$ cat src/pdlm_pkg.sv
// ----------------------------------------------------------------------------
// pdlm_pkg
// Shared types and constants of the port DAC level mixer.
// ----------------------------------------------------------------------------
package pdlm_pkg;

  localparam int LEVEL_W   = 8;
  localparam int VOL_W     = 8;
  localparam int ADDR_W    = 16;
  localparam int SAMPLE_W  = 16;
  localparam int CFG_IDX_W = 2;
  localparam int QUAD_N    = 4;

  // product of a level and a volume, quad pair sum and full channel sum
  localparam int PROD_W    = LEVEL_W + VOL_W;
  localparam int PAIR_W    = LEVEL_W + 1;
  localparam int SUM_W     = PROD_W + 2;

  // sum * 128 / 400 == sum * 8 / 25; division by 25 through a reciprocal
  localparam int SCALED_W  = SUM_W + 3;
  localparam int RECIP_SH  = 26;
  localparam int RECIP_W   = 22;
  localparam logic [RECIP_W-1:0] RECIP_25 = RECIP_W'((64'd1 << RECIP_SH) / 64'd25 + 64'd1);
  localparam int PROD_Q_W  = SCALED_W + RECIP_W;
  localparam int QUOT_W    = PROD_Q_W - RECIP_SH;

  // operation codes
  localparam logic OP_WRITE  = 1'b0;
  localparam logic OP_SAMPLE = 1'b1;

  // configuration register indexes
  localparam logic [CFG_IDX_W-1:0] CFG_SINGLE_A_VOL = 2'd0;
  localparam logic [CFG_IDX_W-1:0] CFG_SINGLE_B_VOL = 2'd1;
  localparam logic [CFG_IDX_W-1:0] CFG_QUAD_VOL     = 2'd2;

  localparam logic [VOL_W-1:0] VOL_RESET = 8'd100;

  // port decode
  localparam logic [7:0] QUAD_MASK  = 8'haf;
  localparam logic [7:0] QUAD_MATCH = 8'h0f;
  localparam logic [7:0] SINGLE_B_PORT = 8'hdd;

  typedef struct packed {
    logic              operation;
    logic [ADDR_W-1:0] port_address;
    logic [7:0]        write_data;
  } in_item_t;

  typedef struct packed {
    logic                       port_claimed;
    logic signed [SAMPLE_W-1:0] left_sample;
    logic signed [SAMPLE_W-1:0] right_sample;
  } out_item_t;

  typedef struct packed {
    logic [CFG_IDX_W-1:0] index;
    logic [VOL_W-1:0]     value;
  } cfg_item_t;

endpackage

$ cat src/pdlm_stream_if.sv
// ----------------------------------------------------------------------------
// pdlm_stream_if
// Valid/ready channel carrying one payload item per handshake.
// ----------------------------------------------------------------------------
interface pdlm_stream_if #(
  parameter type data_t = logic
);
  logic  valid;
  logic  ready;
  data_t data;

  modport source (output valid, output data, input ready);
  modport sink   (input valid, input data, output ready);
endinterface

$ cat src/port_dac_level_mixer.sv
// ----------------------------------------------------------------------------
// port_dac_level_mixer
// Port-mapped level DAC latches with a weighted stereo mix.
// ----------------------------------------------------------------------------
// The block accepts one item per clock unless a stalled output holds the first
// stage full. An accepted item sits in the first stage, moves on to the
// result register once that is free and leaves from there. A port write
// updates its latch at acceptance, so a following sample request sees it.
// The first stage forms the weighted sums with two 8x8 and two 9x8
// multipliers, the second scales them by 8/25 with a reciprocal multiply
// and saturates to signed 16 bits. The result register is backed by the
// first stage, so a stalled output still lets one more item in.
// Configuration writes are taken in every cycle.
module port_dac_level_mixer (
  input  logic                 clk,
  input  logic                 rst_n,
  pdlm_stream_if.sink          in_ch,
  pdlm_stream_if.source        out_ch,
  pdlm_stream_if.sink          cfg_ch
);

  logic [pdlm_pkg::VOL_W-1:0]   vol_a_r, vol_b_r, vol_q_r;
  logic [pdlm_pkg::LEVEL_W-1:0] level_a_r, level_b_r;
  logic [pdlm_pkg::LEVEL_W-1:0] quad_r [pdlm_pkg::QUAD_N];

  logic                         s1_valid_r;
  logic                         s1_sample_r;
  logic                         s1_claimed_r;
  logic [pdlm_pkg::SUM_W-1:0]   s1_left_r, s1_right_r;

  logic                         out_valid_r;
  pdlm_pkg::out_item_t          out_data_r;

  logic out_free, s1_advance, in_accept;
  pdlm_pkg::in_item_t in_item;
  pdlm_pkg::cfg_item_t cfg_item;

  assign in_item   = in_ch.data;
  assign cfg_item  = cfg_ch.data;
  assign out_free  = !out_valid_r || out_ch.ready;
  assign s1_advance = s1_valid_r && out_free;
  assign in_ch.ready = !s1_valid_r || out_free;
  assign in_accept = in_ch.valid && in_ch.ready;
  assign cfg_ch.ready = 1'b1;

  assign out_ch.valid = out_valid_r;
  assign out_ch.data  = out_data_r;

  // configuration registers
  always_ff @(posedge clk) begin
    if (!rst_n) begin
      vol_a_r <= pdlm_pkg::VOL_RESET;
      vol_b_r <= pdlm_pkg::VOL_RESET;
      vol_q_r <= pdlm_pkg::VOL_RESET;
    end else if (cfg_ch.valid) begin
      unique case (cfg_item.index)
        pdlm_pkg::CFG_SINGLE_A_VOL: vol_a_r <= cfg_item.value;
        pdlm_pkg::CFG_SINGLE_B_VOL: vol_b_r <= cfg_item.value;
        pdlm_pkg::CFG_QUAD_VOL:     vol_q_r <= cfg_item.value;
        default: ;
      endcase
    end
  end

  // port decode
  logic [7:0] port_lo;
  logic       hit_quad, hit_a, hit_b, write_acc;
  logic [1:0] quad_sel;

  assign port_lo  = in_item.port_address[7:0];
  assign hit_quad = (port_lo & pdlm_pkg::QUAD_MASK) == pdlm_pkg::QUAD_MATCH;
  assign hit_a    = !hit_quad && !port_lo[2];
  assign hit_b    = !hit_quad && port_lo[2] && (port_lo == pdlm_pkg::SINGLE_B_PORT);
  // 0x0f, 0x1f, 0x4f, 0x5f map to latches 0..3
  assign quad_sel = {port_lo[6], port_lo[4]};
  assign write_acc = in_accept && (in_item.operation == pdlm_pkg::OP_WRITE);

  always_ff @(posedge clk) begin
    if (!rst_n) begin
      level_a_r <= '0;
      level_b_r <= '0;
      for (int i = 0; i < pdlm_pkg::QUAD_N; i++) begin
        quad_r[i] <= '0;
      end
    end else if (write_acc) begin
      if (hit_quad) begin
        quad_r[quad_sel] <= in_item.write_data;
      end
      if (hit_a) begin
        level_a_r <= in_item.write_data;
      end
      if (hit_b) begin
        level_b_r <= in_item.write_data;
      end
    end
  end

  // stage 1: weighted sums from the current latches
  logic [pdlm_pkg::PROD_W-1:0] prod_a, prod_b;
  logic [pdlm_pkg::PAIR_W-1:0] pair_l, pair_r;
  logic [pdlm_pkg::SUM_W-1:0]  common_sum, left_sum_nxt, right_sum_nxt;

  assign prod_a     = level_a_r * vol_a_r;
  assign prod_b     = level_b_r * vol_b_r;
  assign pair_l     = pdlm_pkg::PAIR_W'(quad_r[0]) + pdlm_pkg::PAIR_W'(quad_r[1]);
  assign pair_r     = pdlm_pkg::PAIR_W'(quad_r[2]) + pdlm_pkg::PAIR_W'(quad_r[3]);
  assign common_sum = pdlm_pkg::SUM_W'(prod_a) + pdlm_pkg::SUM_W'(prod_b);
  assign left_sum_nxt  = common_sum + pdlm_pkg::SUM_W'(pair_l * vol_q_r);
  assign right_sum_nxt = common_sum + pdlm_pkg::SUM_W'(pair_r * vol_q_r);

  always_ff @(posedge clk) begin
    if (!rst_n) begin
      s1_valid_r <= 1'b0;
    end else if (in_ch.ready) begin
      s1_valid_r <= in_ch.valid;
    end
  end

  always_ff @(posedge clk) begin
    if (in_accept) begin
      s1_sample_r  <= in_item.operation == pdlm_pkg::OP_SAMPLE;
      s1_claimed_r <= (in_item.operation == pdlm_pkg::OP_WRITE) &&
                      (hit_quad || hit_a || hit_b);
      s1_left_r    <= left_sum_nxt;
      s1_right_r   <= right_sum_nxt;
    end
  end

  // stage 2: floor(sum * 8 / 25) - 32768, saturated
  function automatic logic [pdlm_pkg::SAMPLE_W-1:0] mix_scale(
    input logic [pdlm_pkg::SUM_W-1:0] sum
  );
    logic [pdlm_pkg::SCALED_W-1:0] scaled;
    logic [pdlm_pkg::PROD_Q_W-1:0] prod;
    logic [pdlm_pkg::QUOT_W-1:0]   quot;
    scaled = {sum, 3'b000};
    prod   = pdlm_pkg::PROD_Q_W'(scaled) * pdlm_pkg::PROD_Q_W'(pdlm_pkg::RECIP_25);
    quot   = prod[pdlm_pkg::PROD_Q_W-1:pdlm_pkg::RECIP_SH];
    if (quot[pdlm_pkg::QUOT_W-1:pdlm_pkg::SAMPLE_W] != '0) begin
      mix_scale = {1'b0, {(pdlm_pkg::SAMPLE_W-1){1'b1}}};
    end else begin
      // subtracting 32768 flips the top bit
      mix_scale = {~quot[pdlm_pkg::SAMPLE_W-1], quot[pdlm_pkg::SAMPLE_W-2:0]};
    end
  endfunction

  pdlm_pkg::out_item_t out_data_nxt;

  always_comb begin
    out_data_nxt.port_claimed = s1_claimed_r;
    out_data_nxt.left_sample  = '0;
    out_data_nxt.right_sample = '0;
    if (s1_sample_r) begin
      out_data_nxt.left_sample  = mix_scale(s1_left_r);
      out_data_nxt.right_sample = mix_scale(s1_right_r);
    end
  end

  always_ff @(posedge clk) begin
    if (!rst_n) begin
      out_valid_r <= 1'b0;
    end else if (out_free) begin
      out_valid_r <= s1_valid_r;
    end
  end

  always_ff @(posedge clk) begin
    if (s1_advance) begin
      out_data_r <= out_data_nxt;
    end
  end

endmodule

$ cat src/flat_wrapper.sv
// flat-port wrapper written by rule: the top's interface ports become plain ports
module port_dac_level_mixer_flat 
  (clk, rst_n, in_ch_valid, in_ch_data, in_ch_ready, out_ch_valid, out_ch_data, out_ch_ready, cfg_ch_valid, cfg_ch_data, cfg_ch_ready);
  pdlm_stream_if #(.data_t(pdlm_pkg::in_item_t)) in_ch_i ();
  pdlm_stream_if #(.data_t(pdlm_pkg::out_item_t)) out_ch_i ();
  pdlm_stream_if #(.data_t(pdlm_pkg::cfg_item_t)) cfg_ch_i ();
  input  logic clk;
  input  logic rst_n;
  input wire logic [$bits(in_ch_i.valid)-1:0] in_ch_valid;
  input wire logic [$bits(in_ch_i.data)-1:0] in_ch_data;
  output wire logic [$bits(in_ch_i.ready)-1:0] in_ch_ready;
  output wire logic [$bits(out_ch_i.valid)-1:0] out_ch_valid;
  output wire logic [$bits(out_ch_i.data)-1:0] out_ch_data;
  input wire logic [$bits(out_ch_i.ready)-1:0] out_ch_ready;
  input wire logic [$bits(cfg_ch_i.valid)-1:0] cfg_ch_valid;
  input wire logic [$bits(cfg_ch_i.data)-1:0] cfg_ch_data;
  output wire logic [$bits(cfg_ch_i.ready)-1:0] cfg_ch_ready;
  assign in_ch_i.valid = in_ch_valid;
  assign in_ch_i.data = in_ch_data;
  assign in_ch_ready = in_ch_i.ready;
  assign out_ch_valid = out_ch_i.valid;
  assign out_ch_data = out_ch_i.data;
  assign out_ch_i.ready = out_ch_ready;
  assign cfg_ch_i.valid = cfg_ch_valid;
  assign cfg_ch_i.data = cfg_ch_data;
  assign cfg_ch_ready = cfg_ch_i.ready;
  port_dac_level_mixer u_core (.clk(clk), .rst_n(rst_n), .in_ch(in_ch_i), .out_ch(out_ch_i), .cfg_ch(cfg_ch_i));
endmodule
$ cat config.mk
export PLATFORM = sky130hd
export DESIGN_NAME = port_dac_level_mixer_flat
export DESIGN_NICKNAME = d
export VERILOG_FILES = /design/src/pdlm_pkg.sv /design/src/pdlm_stream_if.sv /design/src/port_dac_level_mixer.sv /design/src/flat_wrapper.sv
export SDC_FILE = /design/constraint.sdc
export NUM_CORES = 2
export LEC_CHECK = 0
export BUFFER_PORTS_ARGS = -buffer_cell sky130_fd_sc_hd__buf_2
export CAP_MARGIN = 15
export CORE_MARGIN = 2
export CORE_UTILIZATION = 43
export CTS_BUF_LIST = sky130_fd_sc_hd__clkbuf_4
export CTS_CLUSTER_DIAMETER = 30
export CTS_CLUSTER_SIZE = 16
export DETAILED_ROUTE_END_ITERATION = 10
export SETUP_SLACK_MARGIN = 0.4
export SYNTH_ARGS = -nofsm -noshare
export SYNTH_HDL_FRONTEND = slang
export SYNTH_SLANG_ARGS = --single-unit
export TNS_END_PERCENT = 50
$ cat constraint.sdc
create_clock -name clk -period 10.27 [get_ports clk]
set_input_delay 3.081 -clock clk [delete_from_list [all_inputs] [get_ports clk]]
set_output_delay 3.081 -clock clk [all_outputs]
set_load 0.02 [all_outputs]
# After elaboration in Yosys (flattened, before gate mapping)
# Memories as Yosys holds them, arrays and structs flattened.
# Cells that the tools add are included.
# classes
mul	6
reduce_logical	24
muxes	10
eq_ne	4
add_sub_neg	5
n_bitwise	4
# op_table
cell	n
$mul A18 B22 Y40 const B	2
$add A18 B17 Y18	2
$mul A9 B8 Y17	2
$mul A8 B8 Y16	2
$mux W15	2
$add A8 B8 Y9	2
$add A16 B16 Y17	1
$reduce_and A2 Y1	5
$eq A8 B8 Y1 const B	1
$mux W8	1
$reduce_or A8 Y1	1
$logic_and A1 B1 Y1	7
$eq A6 B4 Y1 const B	1
$mux W1	6
$logic_not A1 Y1	4
$logic_or A1 B1 Y1	4
$not A1 Y1	4
$reduce_or A2 Y1	2
$eq A2 B1 Y1 const B	1
$eq A2 B2 Y1 const B	1
$logic_not A2 Y1	1
$mux W2	1
# totals
n_memories	1
regBits	113
out_inout_bits	36
ramBits	32
inputBits	40
elab_cells	70
# mem_list
memory	words	width	read_ports	rd_clocked_by_memory_dff	wr	line_no	text
u_core.quad_r	4	8	4	0	4	port_dac_level_mixer.sv:24	logic [pdlm_pkg::LEVEL_W-1:0] quad_r [pdlm_pkg::QUAD_N];

# Logic depth before layout (Yosys ltp)
# depth
depth_word	10
depth_mapped	33
depth_no_buf	32

# Worst setup path after synthesis
# Ideal clock, no wire load.
# synth_timing
kind	register -> register
from	register u_core.level_a_r[5] (netlist name)
to	register u_core.s1_right_r[17] (netlist name), data pin
path_buffers	1
arrival_time_ps	7895
required_time_ps	10000
slack_ps	2105
path_stages_with_launch	28
setup_ps	270
period_less_slack_ps	8165
path_cell_list	dfxtp_1 clkbuf_1 nand2_1 fa_1 fa_1 fa_1 inv_1 fa_1 fa_1 fa_1 ha_1 a21o_1 xnor2_1 fa_1 inv_1 fa_1 fa_1 inv_1 fa_1 inv_1 ha_1 a21boi_0 o21ai_0 a21boi_0 o2111ai_1 nand3_1 a2111oi_0 nor3b_1
# synth_between
elab_chain_cells	3
# synth_rtl
item	line_no	text
from (decl)	port_dac_level_mixer.sv:23	logic [pdlm_pkg::LEVEL_W-1:0] level_a_r, level_b_r;
from (signal assigned)	port_dac_level_mixer.sv:90	level_a_r <= in_item.write_data;
$mul A8 B8 Y16	port_dac_level_mixer.sv:103	assign prod_a = level_a_r * vol_a_r;
$add A16 B16 Y17	port_dac_level_mixer.sv:107	assign common_sum = pdlm_pkg::SUM_W'(prod_a) + pdlm_pkg::SUM_W'(prod_b);
$add A18 B17 Y18	port_dac_level_mixer.sv:109	assign right_sum_nxt = common_sum + pdlm_pkg::SUM_W'(pair_r * vol_q_r);
via u_core.right_sum_nxt, one bit	port_dac_level_mixer.sv:101	logic [pdlm_pkg::SUM_W-1:0] common_sum, left_sum_nxt, right_sum_nxt;
to (signal assigned)	port_dac_level_mixer.sv:125	s1_right_r <= right_sum_nxt;
to (decl)	port_dac_level_mixer.sv:29	logic [pdlm_pkg::SUM_W-1:0] s1_left_r, s1_right_r;
# The timed path passes the listed nets, and every way through them passes these cells.
# A chain may end at the register's enable or synchronous reset.

# Worst setup path in the final report
# layout_timing
from	register u_core.level_a_r[2] (netlist name)
to	register u_core.s1_right_r[17] (netlist name), data pin
# Same word-level chain as after synthesis.

==> out/results.txt <==
status: finished, final reports clean
Worst R2R Path Depth: 28
period utilisation layout: 0.872
Slowest Stage Delay on Critical Path: 560 ps
hold depth: 0
global-route usage over all layers: 0.188
post-synthesis sequential area ratio: 0.141
largest net degree at the start of global routing: 56
I/O pins: 76
Initial DRC Count: 708
crit end category: flip-flop
Hold-fix buffers, CTS: 0
Starting Density: 0.434
Mapped Area: 27,900 um^2
Max-Slew Margin vs Limit: 0.238
ANT nets after route: 0
DRC: 0
max-cap violations: 0
DRT Wirelength: 59,600 um
reg2reg setup slack: 1310 ps
CTS tree: built
Syn Inst Count: 2,784
clock-pin slew on the worst setup and hold paths: 140 ps
unrepaired setup endpoints after global routing: false
clk_skew: 26.2 ps
Placer Congestion: 0.920
Max clock buf depth: 2
Die Y: 259 um
yosys warns: 0
grt ovf: 0
Setup TNS: 0 ps
filler instances: 6,103
P&R area growth vs syn: 6.00%
H-tree depth: 4
initial antenna violation count: 1
reg-to-reg endpoint: u_core.s1_right_r[17]$_DFFE_PP_
vias per inst: 4.82
Die X: 259 um
NumNets Final: 3,830
multi-input logic area: 21,100 um^2
Core Box Area: 64,300 um^2
CTS Root Buffer Type: clkbuf_4
Hold EP: u_core.out_ch.data[32]$_DFFE_PP_
minimum clock period: 8960 ps
worst hold start: u_core.s1_claimed_r$_DFFE_PP_
Port Buffers: 66
smallest hold slack: 464 ps
Fin. Hold Viols: 0
most common cell after layout, fill and taps aside: inv_1
Detailed Place HPWL: 52,200 um
fmax: 112 MHz
register area: 3930 um^2
CTS Sinks: 145
post-synth cell types: 72
setup bufs post-CTS: 0
startpoint types: flip-flop
via count: 17,866
Clock Latency Late Sink: 610 ps
Mapped Avg Cell Area: 10.0 um^2
required time worst endpoint: 10,610 ps
Post-synth EDFFs: 103
vias in the first global route: 19,463
Hold Crit Class: flip-flop to flip-flop
ys flop type: edfxtp_1
Crit Path Class: flip-flop to flip-flop
Critical Path AT: 9290 ps
Row Count: 93
final setup fails: 0
most frequent CP cell: fa_1
CP max FO: 9
DR WL/cell: 16.1 um
R2R Path Start: u_core.level_a_r[2]$_SDFFE_PN0P_
Crit-path slowest cell: dfxtp_1
Final Max Slew Viols: 0
syn nets: 3,778
Yosys reg bits: 145
Pre-antenna DRT Iters: 5
first-pass GRT wire length: 100,000 um
transition time of the tightest slew-check pin: 1130 ps
layout cells sized above 1: 0.0467
most frequent cells in the layout: inv_1, ha_1, fa_1
Die ar.: 67,000 um^2
FFs w/ async S/R, synth: 0
Inserted Clock Buffers: 17
post-cts resize count: 0
==> layer usage <==
metal  global-route usage  wire length, um
met4               0.0355              950
met3               0.0308             2220
met5                    0                0
met2                0.318            28300
met1                0.256            28100
==> metrics by stage <==
stage	area [um^2]	cells	utilization	worst slack, ps
final	29600	3706	0.460	1310
after global routing	29600	3705	0.460	715
after CTS	29600	3704	0.460	1340
after detailed placement	29200	3672	0.454	1380
after global placement	29200	3672	0.454	1440
after floorplan	27900	2784	-	2110
==> synth_stat cells, drive strengths merged, types with 4 or more instances <==
cell,n,area (um^2)
nand4,8,50.1
clkbuf,35,131
nor3,16,85.1
buf,5,37.5
o21a,34,255
and3,15,95.1
a2111oi,4,41.3
a211oi,13,103
inv,741,2780
ha,487,6090
and4,8,70.1
nor3b,6,45.0
and2,174,1090
xor2,18,158
xnor2,57,514
mux2i,43,430
o21ai,37,189
nand2b,20,125
edfxtp,103,3090
or2,11,68.8
nand2,158,593
a21boi,6,45.0
nor2b,56,350
a21oi,65,329
nand3,16,80.1
o21bai,12,93.8
fa,467,9350
dfxtp,42,841
o211ai,5,37.5
o31ai,4,43.8
nor2,58,218
a21o,18,135
==> how the worst max path moves through the flow <==
| stage | cells past startpoint | end | start |
|---|---|---|---|
| 5_1_grt | 28 | u_core.s1_right_r[17]$_DFFE_PP_ | u_core.level_a_r[2]$_SDFFE_PN0P_ |
| 2_1_floorplan | 27 | u_core.s1_right_r[17]$_DFFE_PP_ | u_core.level_a_r[5]$_SDFFE_PN0P_ |
| 6_report | 28 | u_core.s1_right_r[17]$_DFFE_PP_ | u_core.level_a_r[2]$_SDFFE_PN0P_ |
| 3_3_place_gp | 26 | u_core.s1_right_r[17]$_DFFE_PP_ | u_core.level_a_r[4]$_SDFFE_PN0P_ |
| 3_5_place_dp | 28 | u_core.s1_right_r[17]$_DFFE_PP_ | u_core.level_a_r[2]$_SDFFE_PN0P_ |
| 4_1_cts | 26 | u_core.s1_right_r[17]$_DFFE_PP_ | u_core.level_a_r[4]$_SDFFE_PN0P_ |
==> cell type report <==
| cell class | count | area share |
|---|---|---|
| Tap cell | 855 | 0.0361 |
| Timing Repair Buffer | 73 | 0.0129 |
| Clock buffer | 17 | 0.00431 |
| Clock inverter | 15 | 0.00849 |
| Multi-Input combinational cell | 1858 | 0.711 |
| Sequential cell | 145 | 0.133 |
| Antenna cell | 2 | 0.000169 |
| Inverter | 741 | 0.0939 |
==> cells by family after synthesis <==
kind of cell	Yosys count	share of synthesized area
and+or+nand+nor	557	0.106
adders and majority gates	954	0.553
buffers and inverters	781	0.106
muxes	44	0.0158
AOI/OAI and AO/OA	227	0.0554
DFF	145	0.141
other	1	0.000134
xor gates and xnor gates	75	0.0240
==> sequential cells by signal, indices dropped and copies added (netlist names), 8 cells and up <==
register / count
u_core.out_ch.data: 33
u_core.quad_r: 32
u_core.s1_left_r: 18
u_core.s1_right_r: 18
u_core.level_a_r: 8
u_core.level_b_r: 8
u_core.vol_a_r: 8
u_core.vol_b_r: 8
u_core.vol_q_r: 8
==> critical path, delay by kind of cell, from the launching register on <==
family                   cells  cell delay [ps]
XOR/XNOR                     1              430
buffers and inverters        3              140
AO/OA/AOI/OAI                7             1660
AND/OR/NAND/NOR              5              750
flip-flops                   1              560
adder cells (fa/ha/maj)     12             5150
Power is left out: the tool's default activity adds up to more than one toggle a clock period on the data nets, which glitch-free logic cannot reach.
